### config.mk
export PLATFORM = sky130hd
export DESIGN_NAME = mlr_front
export DESIGN_NICKNAME = d
export VERILOG_FILES = /design/src/rtl/core/mlr_pkg.sv /design/src/rtl/core/mlr_front.sv
export SDC_FILE = /design/constraint.sdc
export NUM_CORES = 1
export LEC_CHECK = 0
export ABC_AREA = 1
export BUFFER_PORTS_ARGS = -buffer_cell sky130_fd_sc_hd__buf_4
export CORE_ASPECT_RATIO = 0.6
export CORE_MARGIN = 2
export CORE_UTILIZATION = 34
export DETAILED_ROUTE_END_ITERATION = 10
export PLACE_DENSITY = 0.57
export SYNTH_ARGS = -nofsm -noshare
export SYNTH_HDL_FRONTEND = slang
export SYNTH_SLANG_ARGS = --single-unit
### constraint.sdc
create_clock -name clk -period 4.48 [get_ports clk]
set_clock_uncertainty 0.05 [all_clocks]
set_input_delay 0.672 -clock clk [delete_from_list [all_inputs] [get_ports clk]]
set_output_delay 0.672 -clock clk [all_outputs]
set_load 0.1 [all_outputs]
### src/rtl/core/mlr_pkg.sv
// Shared types and codes for the message log ring.
`default_nettype none

package mlr_pkg;

    localparam int LEN_W    = 13;
    localparam int SENDER_W = 16;
    localparam int BYTE_W   = 8;
    localparam int MOFF_W   = 6;
    localparam int BOFF_W   = 12;
    localparam int STATUS_W = 2;
    localparam int COUNT_W  = 6;

    localparam logic [STATUS_W-1:0] ST_OK       = 2'd0;
    localparam logic [STATUS_W-1:0] ST_TOO_LONG = 2'd1;
    localparam logic [STATUS_W-1:0] ST_MISS     = 2'd2;

    typedef enum logic [1:0] {
        KIND_BYTE,
        KIND_OPEN,
        KIND_REJECT,
        KIND_READ
    } kind_t;

    typedef struct packed {
        kind_t                kind;
        logic [LEN_W-1:0]     len;
        logic [SENDER_W-1:0]  sender;
        logic [BYTE_W-1:0]    data;
        logic [MOFF_W-1:0]    moff;
        logic [BOFF_W-1:0]    boff;
    } item_t;

endpackage

`default_nettype wire

### src/rtl/core/mlr_front.sv
// Input side: classifies each word and queues it for the back end.
`default_nettype none

module mlr_front #(
    parameter int TEXT_DEPTH = 4096
) (
    input  wire logic                          clk,
    input  wire logic                          rst_n,
    input  wire logic                          in_valid,
    output logic                               in_stall,
    input  wire logic                          mode,
    input  wire logic                          first_of_message,
    input  wire logic [mlr_pkg::LEN_W-1:0]     msg_length,
    input  wire logic [mlr_pkg::SENDER_W-1:0]  sender_id,
    input  wire logic [mlr_pkg::BYTE_W-1:0]    data_byte,
    input  wire logic [mlr_pkg::MOFF_W-1:0]    message_offset,
    input  wire logic [mlr_pkg::BOFF_W-1:0]    byte_offset,
    output logic                               q_valid,
    output mlr_pkg::item_t                     q_item,
    input  wire logic                          q_pop
);

    mlr_pkg::item_t queue_reg [2];
    logic           wr_ptr_reg, wr_ptr_next;
    logic           rd_ptr_reg, rd_ptr_next;
    logic [1:0]     count_reg, count_next;
    mlr_pkg::item_t item_in;
    logic           push;

    always_comb
    begin
        item_in.len    = msg_length;
        item_in.sender = sender_id;
        item_in.data   = data_byte;
        item_in.moff   = message_offset;
        item_in.boff   = byte_offset;
        if (mode)
            item_in.kind = mlr_pkg::KIND_READ;
        else if (first_of_message && (32'(msg_length) > TEXT_DEPTH))
            item_in.kind = mlr_pkg::KIND_REJECT;
        else if (first_of_message)
            item_in.kind = mlr_pkg::KIND_OPEN;
        else
            item_in.kind = mlr_pkg::KIND_BYTE;
    end

    assign in_stall = (count_reg == 2'd2);
    assign push     = in_valid && !in_stall;
    assign q_valid  = (count_reg != 2'd0);
    assign q_item   = queue_reg[rd_ptr_reg];

    always_comb
    begin
        wr_ptr_next = push ? ~wr_ptr_reg : wr_ptr_reg;
        rd_ptr_next = q_pop ? ~rd_ptr_reg : rd_ptr_reg;
        count_next  = count_reg + 2'(push) - 2'(q_pop);
    end

    always_ff @(posedge clk)
    begin
        if (push)
            queue_reg[wr_ptr_reg] <= item_in;
    end

    always_ff @(posedge clk or negedge rst_n)
    begin
        if (!rst_n)
        begin
            wr_ptr_reg <= 1'b0;
            rd_ptr_reg <= 1'b0;
            count_reg  <= 2'd0;
        end
        else
        begin
            wr_ptr_reg <= wr_ptr_next;
            rd_ptr_reg <= rd_ptr_next;
            count_reg  <= count_next;
        end
    end

    a_pop_has_data: assert property (@(posedge clk) disable iff (!rst_n)
        q_pop |-> q_valid) else $error("pop from empty queue");
    a_count_bound: assert property (@(posedge clk) disable iff (!rst_n)
        count_reg != 2'd3) else $error("queue count overflow");
    a_full_stalls: assert property (@(posedge clk) disable iff (!rst_n)
        (count_reg == 2'd2) && !q_pop |=> (count_reg == 2'd2))
        else $error("queue lost an entry");

endmodule

`default_nettype wire

==> impl_metrics.py <==
metrics = {
    "routing": {
        "met3RoutedLength_um": 1010,
        "number_of_design_rule_violations_left_after_detail_routing": 0,
        "drt_iter0_drc": 84,
        "vias": 2351,
        "totalWireLength_um": 9030,
        "first_pass_iters": 4,
        "wl_per_cell_um": 17.1,
        "route.met2.wl_um": 3770,
        "vias_per_cell": 4.45,
        "topRoutingLayerUsed": "met4",
        "m1WireLength_um": 4150,
        "antenna_left": 0,
    },
    "cts": {
        "clock-sinks": 118,
        "cts_buffers": 17,
        "cts.repair_timing.setup_buffer_count": 0,
        "htree_num_levels": 4,
        "clock_pin_transition_on_the_worst_setup_and_hold_timing_paths_ps": 50,
        "clock_insertion_delay_worst_skew_ps": 400,
        "tritoncts": "done",
        "ctsLongestPathBuffers": 2,
        "clk_root_buffer_cell": "sky130_fd_sc_hd__clkbuf_16",
    },
    "placement": {
        "gp_congestion": 0.735,
        "port-buffer-count": 119,
        "place.detailed.hpwl_um": 6000,
    },
    "synth": {
        "synth_top_flop_cell": "sky130_fd_sc_hd__edfxtp_1",
        "ys.warnings.count": 0,
        "synth_largest_area_cell": "sky130_fd_sc_hd__edfxtp_1",
        "yosys-top-cells-count": "sky130_fd_sc_hd__edfxtp_1 (114), sky130_fd_sc_hd__mux2_2 (37), sky130_fd_sc_hd__mux2_4 (20), sky130_fd_sc_hd__nor2_1 (10), sky130_fd_sc_hd__nand2_1 (7)",
        "syn-instance-count": 212,
        "seq_area_frac_synth_pct": 79.1,
        "synth_enable_flop_cells": 114,
        "synthesis.nets": 275,
        "async_flop_share_pct": 3.39,
        "post_synth_instance_area_sq_mm": 0.00445,
        "area_contributors_post_synth": "sky130_fd_sc_hd__edfxtp_1 (77%), sky130_fd_sc_hd__mux2_2 (9.4%), sky130_fd_sc_hd__mux2_4 (6.7%)",
        "ys_seq_elements": 118,
        "syn-mean-instance-area_sq_um": 21.0,
        "library_cell_with_the_highest_instance_count_after_synthesis": "sky130_fd_sc_hd__edfxtp_1",
        "area_share_of_the_largest_cell_type_after_synthesis_pct": 76.9,
        "netlist-cell-type-count": 16,
    },
    "floorplanning": {
        "placeableCoreArea_sq_mm": 0.0128,
        "floorplan.die.width_um": 152,
        "pin_count": 120,
        "floorplan.initialDensity_pct": 34.8,
        "die-height_um": 92.7,
        "placement_rows": 32,
        "die_area_sq_mm": 0.0141,
    },
    "run_status": {
        "status": "completed",
    },
    "timing": {
        "rsz0062_at_grt": "false",
        "timing.max_slew.rel_slack_pct": 36.7,
        "hold_viol_final": 0,
        "fin_setup_tns_ps": 0,
        "post-route-period-util_pct": 64.2,
        "max_slew.worst_pin.slew_ps": 950,
        "timing.final.max_slew_violations": 0,
        "layout_min_cycle_time_ps": 2880,
        "clock.fmax_mhz": 348,
        "setup_viol_count_final": 0,
    },
    "finish": {
        "flow.area_growth_from_synthesis_pct": 36.2,
        "post_route_cells_drive_above_1_share_pct": 57.5,
        "final_net_count": 411,
        "finish.utilization_pct": 47.3,
        "largest_register_ff_count": 114,
        "antennaDiodeCount": 0,
    },
    "worst_setup_path": {
        "rr_worst_depth": 4,
        "critical_path_class": "reg -> out",
        "start_kind": "flop",
        "endpoint_kind": "output pin",
        "maximum_fanout_along_the_worst_path": 58,
        "r2r_slack_ps": 2220,
        "timing.critical_path.arrival_ps": 2150,
        "critical_path.reg2reg.startpoint": "count_reg[1]",
        "worst-endpoint-required_ps": 3760,
        "worst_r2r_endpoint": "queue_reg[0][52]",
    },
    "grt": {
        "via_count_of_the_first_global_routing_pass": 2373,
        "grt_pass1_wl_um": 12900,
        "grt_max_degree": 59,
        "grt_util_all_layers_pct": 13.1,
        "grt_overflow_total": 0,
        "antenna_found_initial": 0,
    },
    "hold_path": {
        "worstHoldStart": "byte_offset[9]",
        "worstHoldPathCells": 1,
        "whs_endpoint": "queue_reg[0][9]",
        "worstHoldPathType": "in -> reg",
    },
    "job": {
        "max_cap_viol_count": 0,
    },
}
==> worst max-delay path by stage <==
stage	from	end	slack, ps	depth (start not counted)
after floorplan	in_valid	queue_reg[0][0]	820	2
after global placement	in_valid	queue_reg[0][49]	1980	4
after detailed placement	in_valid	queue_reg[0][49]	1940	4
after CTS	rd_ptr_reg	q_item[19]	1580	2
after global routing	rd_ptr_reg	q_item[12]	1520	2
final	rd_ptr_reg	q_item[12]	1600	2
==> cells by family after synthesis <==
logic type                 after synthesis  synth area share (%)
DFF                                    118                  79.1
buffers and inverters                   10                  1.43
AOI/OAI and AO/OA                        1                 0.197
and+or+nand+nor                         20                  1.83
adders and majority gates                2                 0.562
xor gates and xnor gates                 4                 0.787
muxes                                   57                  16.1
==> cells in the final DEF (no fill, tap or decap), drive strengths merged <==
cell         Yosys  final
buf              6    122
edfxtp         114    114
mux2            57     57
clkbuf           0     21
nor2            10     10
nand2            7      7
clkinv           0      7
inv              4      4
dfrtp            4      4
xor2             3      3
ha               2      2
o21ai            1      1
xnor2            1      1
or2              1      1
and2             1      1
nand3            1      1
bufinv           0      1
dlygate4sd3      0      1
==> timing repair <==
item / in CTS / in global routing
hold buffers: 0 / 1
gates resized for setup: 0 / 0
hold endpoints to repair: 0 / 1
==> critical path: stages, from the launching register on <==
cell and delay [ps]:
sky130_fd_sc_hd__dfrtp_4 1030, sky130_fd_sc_hd__mux2_2 430, sky130_fd_sc_hd__buf_4 240
==> stage by stage <==
| step | instance area, sq um | setup WS, ps | hold WS [ps] | std cells |
|---|---|---|---|---|
| after detailed placement | 5550 | 1940 | 425 | 498 |
| after global routing | 6060 | 1520 | 393 | 528 |
| final | 6060 | 1600 | 408 | 528 |
| after CTS | 6050 | 1580 | 0.762 | 527 |
| after floorplan | 4450 | 822 | 326 | 212 |
| after global placement | 5550 | 1980 | 423 | 498 |
==> cell type report <==
class | count | area [sq um]
well taps | 170 | 213
flip-flops and latches | 118 | 3530
clock inverters | 8 | 61.3
fillers | 1116 | 6750
clock buffers | 21 | 440
inverters | 4 | 15.0
multi-input cells | 84 | 882
repair buffers | 123 | 926
==> layer usage <==
layer | track usage [%] | up-vias
met5 | 0 | -
met4 | 6.02 | 0
met3 | 6.75 | 9
met2 | 17.3 | 98
met1 | 17.6 | 1154
li1 | - | 1090
Power is left out: the tool's default activity adds up to more than one toggle a clock period on the data nets, which glitch-free logic cannot reach.
